$ cat config.mk
export PLATFORM = sky130hd
export DESIGN_NAME = button_tap_double_click_classifier_top
export DESIGN_NICKNAME = d
export VERILOG_FILES = /design/src/hdl/btcc_pkg.sv /design/src/hdl/btcc_ctrl.sv /design/src/hdl/btcc_dp.sv /design/src/hdl/button_tap_double_click_classifier_top.sv
export SDC_FILE = /design/constraint.sdc
export NUM_CORES = 2
export LEC_CHECK = 0
export BUFFER_PORTS_ARGS = -buffer_cell sky130_fd_sc_hd__buf_2
export CAP_MARGIN = 25
export CORE_MARGIN = 2
export CORE_UTILIZATION = 60
export DETAILED_ROUTE_END_ITERATION = 6
export GPL_ROUTABILITY_DRIVEN = 0
export PLACE_DENSITY = 0.79
export SYNTH_ARGS = -nofsm -noshare
export SYNTH_HDL_FRONTEND = slang
export SYNTH_HIERARCHICAL = 1
export SYNTH_SLANG_ARGS = --single-unit
$ cat constraint.sdc
create_clock -name clk -period 14.6 [get_ports clk]
set_clock_uncertainty 0.05 [all_clocks]
set_input_delay 0 -clock clk [delete_from_list [all_inputs] [get_ports clk]]
set_output_delay 0 -clock clk [all_outputs]
set_load 0.05 [all_outputs]
$ cat src/hdl/btcc_pkg.sv
// ----------------------------------------------------------------------------
// btcc_pkg: shared types and constants of the button tap classifier
// Holds field widths, event and click codes, register indexes, reset
// values and the command and status bundles between controller and datapath.
// ----------------------------------------------------------------------------
package btcc_pkg;

	// Field widths.
	localparam int OP_W    = 2;
	localparam int BTN_W   = 2;
	localparam int TIME_W  = 48;
	localparam int LEN_W   = 39;
	localparam int DL_W    = 49;
	localparam int CFG_W   = 16;
	localparam int MASK_W  = 4;
	localparam int CIDX_W  = 2;

	// Default number of button slots.
	localparam int DEF_NUM_BUTTONS = 4;

	// Microseconds per millisecond.
	localparam int US_PER_MS   = 1000;
	// US_PER_MS fits in this many bits.
	localparam int US_PER_MS_W = 10;
	// Gap in microseconds, 16-bit milliseconds times 1000.
	localparam int GAP_US_W    = CFG_W + US_PER_MS_W;

	// Span to milliseconds: multiply by ceil(2^53 / 1000) and keep the bits
	// from 53 up, which is exact for every 48-bit span. The span is taken
	// 16 bits per step, lowest chunk first, and the running sum drops 16 bits
	// after each step, which keeps the floor exact.
	localparam int CHUNK_W   = 16;
	localparam int DIV_STEPS = TIME_W / CHUNK_W;
	localparam int STEP_W    = $clog2(DIV_STEPS);
	localparam int RECIP_W   = 44;
	localparam logic [RECIP_W-1:0] RECIP_MS = 44'd9007199254741;
	localparam int RECIP_SH  = 53;
	localparam int PROD_W    = CHUNK_W + RECIP_W;
	localparam int ACC_W     = PROD_W + 1;
	localparam int QUO_LSB   = RECIP_SH - CHUNK_W * (DIV_STEPS - 1);

	// Event kinds on the input.
	localparam logic [OP_W-1:0] OP_TICK = 2'd0;
	localparam logic [OP_W-1:0] OP_DOWN = 2'd1;
	localparam logic [OP_W-1:0] OP_UP   = 2'd2;

	// Click kinds on the output.
	localparam logic KIND_SINGLE = 1'b0;
	localparam logic KIND_DOUBLE = 1'b1;

	// Configuration register indexes.
	localparam logic [CIDX_W-1:0] CFG_MAX_TAP    = 2'd0;
	localparam logic [CIDX_W-1:0] CFG_DOUBLE_GAP = 2'd1;
	localparam logic [CIDX_W-1:0] CFG_MASK       = 2'd2;

	// Register reset values.
	localparam logic [CFG_W-1:0]  RST_MAX_TAP    = 16'd700;
	localparam logic [CFG_W-1:0]  RST_DOUBLE_GAP = 16'd450;
	localparam logic [MASK_W-1:0] RST_MASK       = 4'd1;

	// Commands from the controller to the datapath.
	typedef struct packed {
		logic cap;        // take the input item
		logic div_step;   // one step of the millisecond reciprocal multiply
		logic upd;        // finish a press-up
		logic tick_emit;  // send the lowest firing single click
	} dp_cmd_t;

	// Status from the datapath to the controller.
	typedef struct packed {
		logic [OP_W-1:0] op;  // kind of the item at the input
		logic btn_ok;         // input button has a slot
		logic dbl_hit;        // the press-up being finished gives a double click
		logic fire_any;       // a single click is still to be sent
		logic out_free;       // the output register can take a result
	} dp_sts_t;

endpackage

$ cat src/hdl/btcc_ctrl.sv
// ----------------------------------------------------------------------------
// btcc_ctrl: sequencing of the button tap classifier
// Accepts items, runs the millisecond divider for press-ups, and steps
// through the firing buttons of a tick one result at a time.
// ----------------------------------------------------------------------------
module btcc_ctrl
	import btcc_pkg::*;
(
	input  logic    clk,
	input  logic    arst_n,
	input  logic    in_valid,
	output logic    in_ready,
	input  dp_sts_t sts,
	output dp_cmd_t cmd
);

	localparam logic [1:0] ST_IDLE = 2'd0;
	localparam logic [1:0] ST_DIV  = 2'd1;
	localparam logic [1:0] ST_UPD  = 2'd2;
	localparam logic [1:0] ST_TICK = 2'd3;

	logic [1:0]        state_q, state_d;
	logic [STEP_W-1:0] step_q, step_d;
	logic              accept;

	assign in_ready = (state_q == ST_IDLE);
	assign accept   = in_valid && in_ready;

	// Next state and commands.
	always_comb begin
		state_d = state_q;
		step_d  = step_q;
		cmd     = '0;
		unique case (state_q)
			ST_IDLE: begin
				if (accept) begin
					cmd.cap = 1'b1;
					step_d  = '0;
					if (sts.op == OP_UP && sts.btn_ok) begin
						state_d = ST_DIV;
					end else if (sts.op == OP_TICK) begin
						state_d = ST_TICK;
					end
				end
			end
			ST_DIV: begin
				cmd.div_step = 1'b1;
				step_d       = step_q + 1'b1;
				if (step_q == STEP_W'(DIV_STEPS - 1)) begin
					state_d = ST_UPD;
				end
			end
			ST_UPD: begin
				// A double click waits for room in the output register.
				if (!sts.dbl_hit || sts.out_free) begin
					cmd.upd = 1'b1;
					state_d = ST_IDLE;
				end
			end
			ST_TICK: begin
				if (!sts.fire_any) begin
					state_d = ST_IDLE;
				end else if (sts.out_free) begin
					cmd.tick_emit = 1'b1;
				end
			end
			default: begin
				state_d = ST_IDLE;
			end
		endcase
	end

	// State registers.
	always_ff @(posedge clk or negedge arst_n) begin
		if (!arst_n) begin
			state_q <= ST_IDLE;
			step_q  <= '0;
		end else begin
			state_q <= state_d;
			step_q  <= step_d;
		end
	end

endmodule

$ cat src/hdl/btcc_dp.sv
// ----------------------------------------------------------------------------
// btcc_dp: datapath of the button tap classifier
// Holds the per-button state, the configuration registers, a multi-cycle
// reciprocal multiply that divides press lengths by 1000, and the output
// register.
// ----------------------------------------------------------------------------
module btcc_dp
	import btcc_pkg::*;
#(
	parameter int NUM_BUTTONS = DEF_NUM_BUTTONS
) (
	input  logic              clk,
	input  logic              arst_n,
	// Input item fields.
	input  logic [OP_W-1:0]   in_op,
	input  logic [BTN_W-1:0]  in_btn,
	input  logic [TIME_W-1:0] in_now,
	// Configuration writes.
	input  logic              cfg_valid,
	input  logic [CIDX_W-1:0] cfg_index,
	input  logic [CFG_W-1:0]  cfg_data,
	// Controller link.
	input  dp_cmd_t           cmd,
	output dp_sts_t           sts,
	// Output register.
	input  logic              out_ready,
	output logic              out_valid,
	output logic [BTN_W-1:0]  out_btn,
	output logic              out_kind,
	output logic [LEN_W-1:0]  out_len,
	output logic              out_last
);

	localparam int IW = (NUM_BUTTONS > 1) ? $clog2(NUM_BUTTONS) : 1;

	// Configuration.
	logic [CFG_W-1:0]    max_tap_q, dbl_gap_q;
	logic [MASK_W-1:0]   mask_q;
	logic [GAP_US_W-1:0] gap_us_q;

	// Per-button state.
	logic [TIME_W-1:0] start_q [NUM_BUTTONS];
	logic [LEN_W-1:0]  len_q   [NUM_BUTTONS];
	logic [DL_W-1:0]   dl_q    [NUM_BUTTONS];
	logic [NUM_BUTTONS-1:0] pend_q;
	logic [NUM_BUTTONS-1:0] fire_q, fire_d, fire_rest;

	// Captured press-up item and the millisecond conversion.
	logic [TIME_W-1:0] now_q;
	logic [BTN_W-1:0]  btn_q;
	logic              in_ok_q;
	logic [TIME_W-1:0] dq_q;
	logic [ACC_W-1:0]  acc_q;

	logic              in_ok;
	logic [IW-1:0]     in_idx, bi, sel;
	logic [TIME_W-1:0] st_rd;
	logic              st_valid;
	logic [PROD_W-1:0] prod;
	logic [ACC_W-1:0]  acc_d;
	logic [LEN_W-1:0]  quo;
	logic              is_long, in_window, dbl_hit, tap_en;
	logic [DL_W-1:0]   new_dl;
	logic              out_free;

	// Input decode.
	assign in_ok  = int'(in_btn) < NUM_BUTTONS;
	assign in_idx = IW'(in_btn);
	assign bi     = IW'(btn_q);
	assign st_rd  = in_ok ? start_q[in_idx] : '0;
	// A zero start reads as no press; time running backward gives zero length.
	assign st_valid = (st_rd != '0) && (in_now >= st_rd);

	// One step of the reciprocal multiply: the lowest chunk of the span times
	// the reciprocal, added to the running sum moved down by one chunk.
	assign prod  = PROD_W'(dq_q[CHUNK_W-1:0]) * PROD_W'(RECIP_MS);
	assign acc_d = (acc_q >> CHUNK_W) + ACC_W'(prod);
	assign quo   = acc_q[QUO_LSB +: LEN_W];

	// Press-up classification on the finished quotient.
	assign tap_en    = in_ok_q && mask_q[btn_q];
	assign is_long   = quo > LEN_W'(max_tap_q);
	assign in_window = DL_W'(now_q) <= dl_q[bi];
	assign dbl_hit   = tap_en && !is_long && pend_q[bi] && in_window;
	assign new_dl    = DL_W'(now_q) + DL_W'(gap_us_q);

	// Tick: which pending buttons have reached their deadline.
	always_comb begin
		for (int i = 0; i < NUM_BUTTONS; i++) begin
			fire_d[i] = pend_q[i] && (DL_W'(in_now) >= dl_q[i]);
		end
	end

	// Lowest firing button and whether it is the final one.
	always_comb begin
		sel = '0;
		for (int i = NUM_BUTTONS - 1; i >= 0; i--) begin
			if (fire_q[i]) begin
				sel = IW'(i);
			end
		end
	end
	assign fire_rest = fire_q & ~(NUM_BUTTONS'(1) << sel);

	assign out_free = !out_valid || out_ready;

	assign sts.op       = in_op;
	assign sts.btn_ok   = in_ok;
	assign sts.dbl_hit  = dbl_hit;
	assign sts.fire_any = fire_q != '0;
	assign sts.out_free = out_free;

	// Configuration registers and the gap in microseconds.
	always_ff @(posedge clk or negedge arst_n) begin
		if (!arst_n) begin
			max_tap_q <= RST_MAX_TAP;
			dbl_gap_q <= RST_DOUBLE_GAP;
			mask_q    <= RST_MASK;
			gap_us_q  <= GAP_US_W'(RST_DOUBLE_GAP) * GAP_US_W'(US_PER_MS);
		end else begin
			gap_us_q <= GAP_US_W'(dbl_gap_q) * GAP_US_W'(US_PER_MS);
			if (cfg_valid) begin
				unique case (cfg_index)
					CFG_MAX_TAP:    max_tap_q <= cfg_data;
					CFG_DOUBLE_GAP: dbl_gap_q <= cfg_data;
					CFG_MASK:       mask_q    <= cfg_data[MASK_W-1:0];
					default: begin
					end
				endcase
			end
		end
	end

	// Captured item and the millisecond conversion.
	always_ff @(posedge clk) begin
		if (cmd.cap) begin
			now_q   <= in_now;
			btn_q   <= in_btn;
			in_ok_q <= in_ok;
			dq_q    <= st_valid ? (in_now - st_rd) : '0;
			acc_q   <= '0;
		end else if (cmd.div_step) begin
			dq_q  <= dq_q >> CHUNK_W;
			acc_q <= acc_d;
		end
	end

	// Per-button state updates.
	always_ff @(posedge clk or negedge arst_n) begin
		if (!arst_n) begin
			for (int i = 0; i < NUM_BUTTONS; i++) begin
				start_q[i] <= '0;
				len_q[i]   <= '0;
				dl_q[i]    <= '0;
			end
			pend_q <= '0;
			fire_q <= '0;
		end else begin
			if (cmd.cap) begin
				if (in_op == OP_DOWN && in_ok) begin
					start_q[in_idx] <= in_now;
				end
				if (in_op == OP_TICK) begin
					fire_q <= fire_d;
				end
			end
			if (cmd.upd && in_ok_q) begin
				len_q[bi] <= quo;
				if (tap_en) begin
					if (is_long || dbl_hit) begin
						pend_q[bi] <= 1'b0;
					end else begin
						pend_q[bi] <= 1'b1;
						dl_q[bi]   <= new_dl;
					end
				end
			end
			if (cmd.tick_emit) begin
				fire_q[sel] <= 1'b0;
				pend_q[sel] <= 1'b0;
			end
		end
	end

	// Output register.
	always_ff @(posedge clk or negedge arst_n) begin
		if (!arst_n) begin
			out_valid <= 1'b0;
		end else if (cmd.upd && dbl_hit) begin
			out_valid <= 1'b1;
		end else if (cmd.tick_emit) begin
			out_valid <= 1'b1;
		end else if (out_ready) begin
			out_valid <= 1'b0;
		end
	end

	always_ff @(posedge clk) begin
		if (cmd.upd && dbl_hit) begin
			out_btn  <= btn_q;
			out_kind <= KIND_DOUBLE;
			out_len  <= quo;
			out_last <= 1'b1;
		end else if (cmd.tick_emit) begin
			out_btn  <= BTN_W'(sel);
			out_kind <= KIND_SINGLE;
			out_len  <= len_q[sel];
			out_last <= fire_rest == '0;
		end
	end

endmodule

$ cat src/hdl/button_tap_double_click_classifier_top.sv
// ----------------------------------------------------------------------------
// button_tap_double_click_classifier_top: single and double click detection
//
//   Channel  Direction  Handshake          Payload
//   s_*      in         s_tvalid/s_tready  tuser op; tdata button, now_us
//   m_*      out        m_tvalid/m_tready  tuser click_kind; tdata button,
//                                          press_ms; tlast last
//   cfg_*    in         cfg_valid/ready    cfg_index, cfg_data
//
// A press-down is done at capture. A press-up runs capture, 3 steps of
// a multiply by the reciprocal of 1000 that turns microseconds into
// milliseconds, 16 bits of the span per step, and the update.
// A tick captures its firing buttons and then sends their single clicks one at a time.
// Reset is asynchronous and clears all per-button state at once.
// While the output register holds an untaken item, a result that must be
// sent waits in place; no new item is accepted until the current one is done.
// ----------------------------------------------------------------------------
module button_tap_double_click_classifier_top
	import btcc_pkg::*;
#(
	parameter int NUM_BUTTONS = DEF_NUM_BUTTONS
) (
	input  logic              clk,
	input  logic              arst_n,
	// Input items.
	input  logic              s_tvalid,
	output logic              s_tready,
	input  logic [55:0]       s_tdata,   // [1:0] button, [49:2] now_us, rest zero
	input  logic [OP_W-1:0]   s_tuser,   // [1:0] op
	// Result items.
	output logic              m_tvalid,
	input  logic              m_tready,
	output logic [47:0]       m_tdata,   // [1:0] which_button, [40:2] press_ms
	output logic              m_tuser,   // [0] click_kind
	output logic              m_tlast,
	// Configuration writes.
	input  logic              cfg_valid,
	output logic              cfg_ready,
	input  logic [CIDX_W-1:0] cfg_index,
	input  logic [CFG_W-1:0]  cfg_data
);

	dp_cmd_t          cmd;
	dp_sts_t          sts;
	logic [BTN_W-1:0] out_btn;
	logic [LEN_W-1:0] out_len;

	assign cfg_ready = 1'b1;

	btcc_ctrl u_ctrl (
		.clk      (clk),
		.arst_n   (arst_n),
		.in_valid (s_tvalid),
		.in_ready (s_tready),
		.sts      (sts),
		.cmd      (cmd)
	);

	btcc_dp #(
		.NUM_BUTTONS (NUM_BUTTONS)
	) u_dp (
		.clk       (clk),
		.arst_n    (arst_n),
		.in_op     (s_tuser),
		.in_btn    (s_tdata[BTN_W-1:0]),
		.in_now    (s_tdata[BTN_W +: TIME_W]),
		.cfg_valid (cfg_valid),
		.cfg_index (cfg_index),
		.cfg_data  (cfg_data),
		.cmd       (cmd),
		.sts       (sts),
		.out_ready (m_tready),
		.out_valid (m_tvalid),
		.out_btn   (out_btn),
		.out_kind  (m_tuser),
		.out_len   (out_len),
		.out_last  (m_tlast)
	);

	assign m_tdata = {7'd0, out_len, out_btn};

	// A double click is always the only result of its item.
	a_dbl_last: assert property (@(posedge clk) disable iff (!arst_n)
		m_tvalid && (m_tuser == KIND_DOUBLE) |-> m_tlast)
		else $error("double click without last");

	// A press-down finishes in its capture cycle.
	a_down_fast: assert property (@(posedge clk) disable iff (!arst_n)
		s_tvalid && s_tready && (s_tuser == OP_DOWN) |=> s_tready)
		else $error("press-down held the input");

	// A valid press-up occupies the block while its length is divided.
	a_up_busy: assert property (@(posedge clk) disable iff (!arst_n)
		s_tvalid && s_tready && (s_tuser == OP_UP) && sts.btn_ok |=> !s_tready)
		else $error("press-up did not start the divider");

endmodule
==> impl_results.md <==
- Status: complete, no violations
- Post-CTS Hold Fix Bufs: 105
- Max_slew headroom: 0.297
- Congestion Overflow GR: 0
- CP Data Arrival Time: 8.00 ns
- 1st-iter DRT viols: 4093
- Number of antenna violations at the first check in global routing: 7
- Reg2Reg Depth: 20
- Post-CTS Resized: 0
- Post-DP HPWL: 111 mm
- Non-filler cells, final: ~6.7k
- Hold depth: 2
- Post-Route Setup TNS: 0 ns
- Effective utilization at floorplan: 0.602
- Postcts setup bufs: 0
- Final Cycle Share: 0.515
- Syn-to-layout area delta: 10.5%
- Die H: 312 µm
- Critical Path Start Type: register
- WL per Instance: 23.3 µm
- Clk buf depth: 3
- DRT Wirelength: 156 mm
- Post-layout util: 0.665
- Clock latency at the later pin of the worst-skew pair: about 0.7 ns
- Tmin final: 7.53 ns
- CP Capture Type: register
- Avg Inst Size Synth: 11.1 µm²
- Drt via density: between 6 and 7
- CTS Root Cell: clkbuf_16
- Gr usage total: 0.322
- Antenna viol nets, final: 0
- Routed via count: just over 40k
- RSZ-0062 raised after global routing: false
- Primary FF master, synth: dfrtp_1
- Clock-pin slew on the worst setup and hold paths: 0.06 ns
- H-tree depth: 3
- Worst EP required: around 15 ns
- CTS tree: yes
- Hold Path Class: primary input to register
- Setup Viol. Count Final: 0
- Synth warn: 6
- End of the worst hold path: u_dp/bi[1]$_DFFE_PP_
- TritonCTS Sinks: 801
- Max Fclk: 133 MHz
- R2r setup slk: 7.07 ns
- Row cnt: 113
- Proportion of layout cells with a drive suffix above 1: 0.176
- Hold_ws: 0.0606 ns
- Worst reg2reg endpoint: u_dp/acc_q[46]$_SDFFE_PP0P_
- DRT Pass-1 Iters: 7
- Synth cell types: between 90 and 100
- Worst-margin pin slew: between 1 and 1.5 ns
- Port-buffer cells: 119
- Largest net degree at the start of global routing: 86
- Floorplan Core Area: 94600 µm²
- Number of global-route vias before repair: ~43k
- Setup CP Type: register to register
- CTS Buf Count: 87
- Ys async rst share: 0.769
- Post-Syn Instances: between 5k and 6k
- Max-cap violations: 0
- Flops & latches, synth: about 800
- Peak fanout along the critical path: 11
- I/O pin count: ~130
- EDFF count, synth: 139
- Global-route wire length before repair: 244 mm
- DIE WIDTH: between 300 and 400 µm
- Commonest non-fill, non-tap cell in the layout: inv_1
- Synthesized area: 57000 µm²
- NumNets Final: roughly 6.3k
- Max Slew Vio Count: 0
- Placed Instances: 6400
- Final hold vios: 0
- DRC violations left: 0
- Hold Crit Start: s_tdata[1]
- Die area: about 100000 µm²
- Worst reg2reg startpoint: u_dp/dq_q[5]$_DFFE_PP_
- Most frequent cells in the layout: inv_1 (787), ha_1 (616), dfrtp_1 (594), mux2_2 (465), nand2_1 (404)
- Sequential element share of the synthesized area: 0.361
## per-layer routing
metal,vias up,part of all wire,track usage
li1,18247,-,-
met1,20783,0.40,0.432
met2,1975,0.47,0.522
met3,383,0.089,0.0663
met4,10,0.040,0.119
met5,-,0.00041,0
## worst max path at each step
stage	from	end	slack [ns]
global route	u_dp/dq_q[5]$_DFFE_PP_	u_dp/acc_q[46]$_SDFFE_PP0P_	6.78
detailed placement	u_dp/dq_q[5]$_DFFE_PP_	u_dp/acc_q[46]$_SDFFE_PP0P_	6.82
floorplan	u_dp/dq_q[5]$_DFFE_PP_	u_dp/acc_q[46]$_SDFFE_PP0P_	8.12
CTS	u_dp/dq_q[5]$_DFFE_PP_	u_dp/acc_q[46]$_SDFFE_PP0P_	6.74
finish	u_dp/dq_q[5]$_DFFE_PP_	u_dp/acc_q[46]$_SDFFE_PP0P_	7.07
global placement	u_dp/dq_q[5]$_DFFE_PP_	u_dp/acc_q[46]$_SDFFE_PP0P_	6.81
## cell families after synthesis
logic type	synth area share
other cells	0.000198
fa+ha+maj	0.243
compound gates	0.0934
mux	0.139
simple gates	0.0765
xor+xnor	0.0204
buf+inv	0.0668
flops	0.361
## per-stage QoR
step                      area, µm²  setup slack, ns
final                         62900             7.07
after global routing          62900             6.78
after CTS                     62800             6.74
after detailed placement      58800             6.82
after global placement        58700             6.81
after floorplan               57000             8.12
## synthesized netlist by cell type (15+ instances only)
master | instances | area, µm²
a211oi_1 | 17 | 128
a21o_1 | 145 | 1090
a21oi_1 | 215 | 1080
a222oi_1 | 39 | 390
a22o_1 | 35 | 307
a31oi_1 | 15 | 93.8
and2_1 | 23 | 144
and3_1 | 31 | 194
buf_1 | 19 | 71.3
buf_2 | 17 | 85.1
buf_4 | 19 | 143
clkbuf_1 | 108 | 405
dfrtp_1 | 594 | 14900
dfstp_2 | 22 | 578
dfxtp_1 | 46 | 921
edfxtp_1 | 139 | 4170
fa_1 | 306 | 6130
ha_1 | 616 | 7710
inv_1 | 788 | 2960
mux2_2 | 465 | 5240
mux2i_1 | 42 | 420
mux4_2 | 99 | 2230
nand2_1 | 405 | 1520
nand2b_1 | 21 | 131
nand3_1 | 52 | 260
nand4_1 | 74 | 463
nor2_1 | 116 | 435
nor2b_1 | 39 | 244
nor3_1 | 43 | 215
nor4_1 | 30 | 188
o211ai_1 | 16 | 120
o21a_1 | 24 | 180
o21ai_0 | 147 | 736
o21bai_1 | 29 | 218
xnor2_1 | 87 | 762
xor2_1 | 46 | 403
## critical path, cell delays in order (launching register included)
cell and delay [ns]:
edfxtp_1 0.86, fa_1 0.63, fa_1 0.53, fa_1 0.54, fa_1 0.44, fa_1 0.56
inv_1 0.06, fa_1 0.53, inv_1 0.04, ha_1 0.37, a21o_1 0.24, a211o_1 0.30
a2111oi_0 0.36, dlymetal6s2s_1 0.25, a2111oi_0 0.16, or3b_2 0.59, o22ai_1 0.37, o31ai_1 0.14
xor2_1 0.16, mux2i_1 0.15, nor2_1 0.05
## cell type report
| cell class | instances | area (µm²) |
|---|---|---|
| Inverter | 789 | 2960 |
| Timing Repair Buffer | 275 | 2130 |
| Clock inverter | 43 | 500 |
| Antenna cell | 1 | 2.50 |
| Multi-Input combinational cell | 3380 | 32700 |
| Clock buffer | 119 | 2500 |
| Fill cell | 6815 | 31600 |
| Sequential cell | 801 | 20500 |
| Tap cell | 1265 | 1580 |
## registers in the layout, summed over array words and instances (netlist names)
name / cells
u_dp/acc_q: 44
u_dp/len_q: 156
u_dp/pend_q: 4
u_dp/fire_q: 4
u_dp/max_tap_q: 16
u_dp/dq_q: 48
u_dp/out_kind: 1
u_ctrl/step_q: 2
u_dp/mask_q: 4
u_dp/out_btn: 2
u_dp/out_last: 1
u_dp/bi: 2
u_dp/gap_us_q: 23
u_dp/dbl_gap_q: 16
u_dp/now_q: 48
u_dp/out_valid: 1
u_dp/out_len: 39
u_dp/start_q: 192
u_ctrl/state_q: 2
u_dp/dl_q: 196
Power is left out: the tool's default activity adds up to more than one toggle a clock period on the data nets, which glitch-free logic cannot reach.
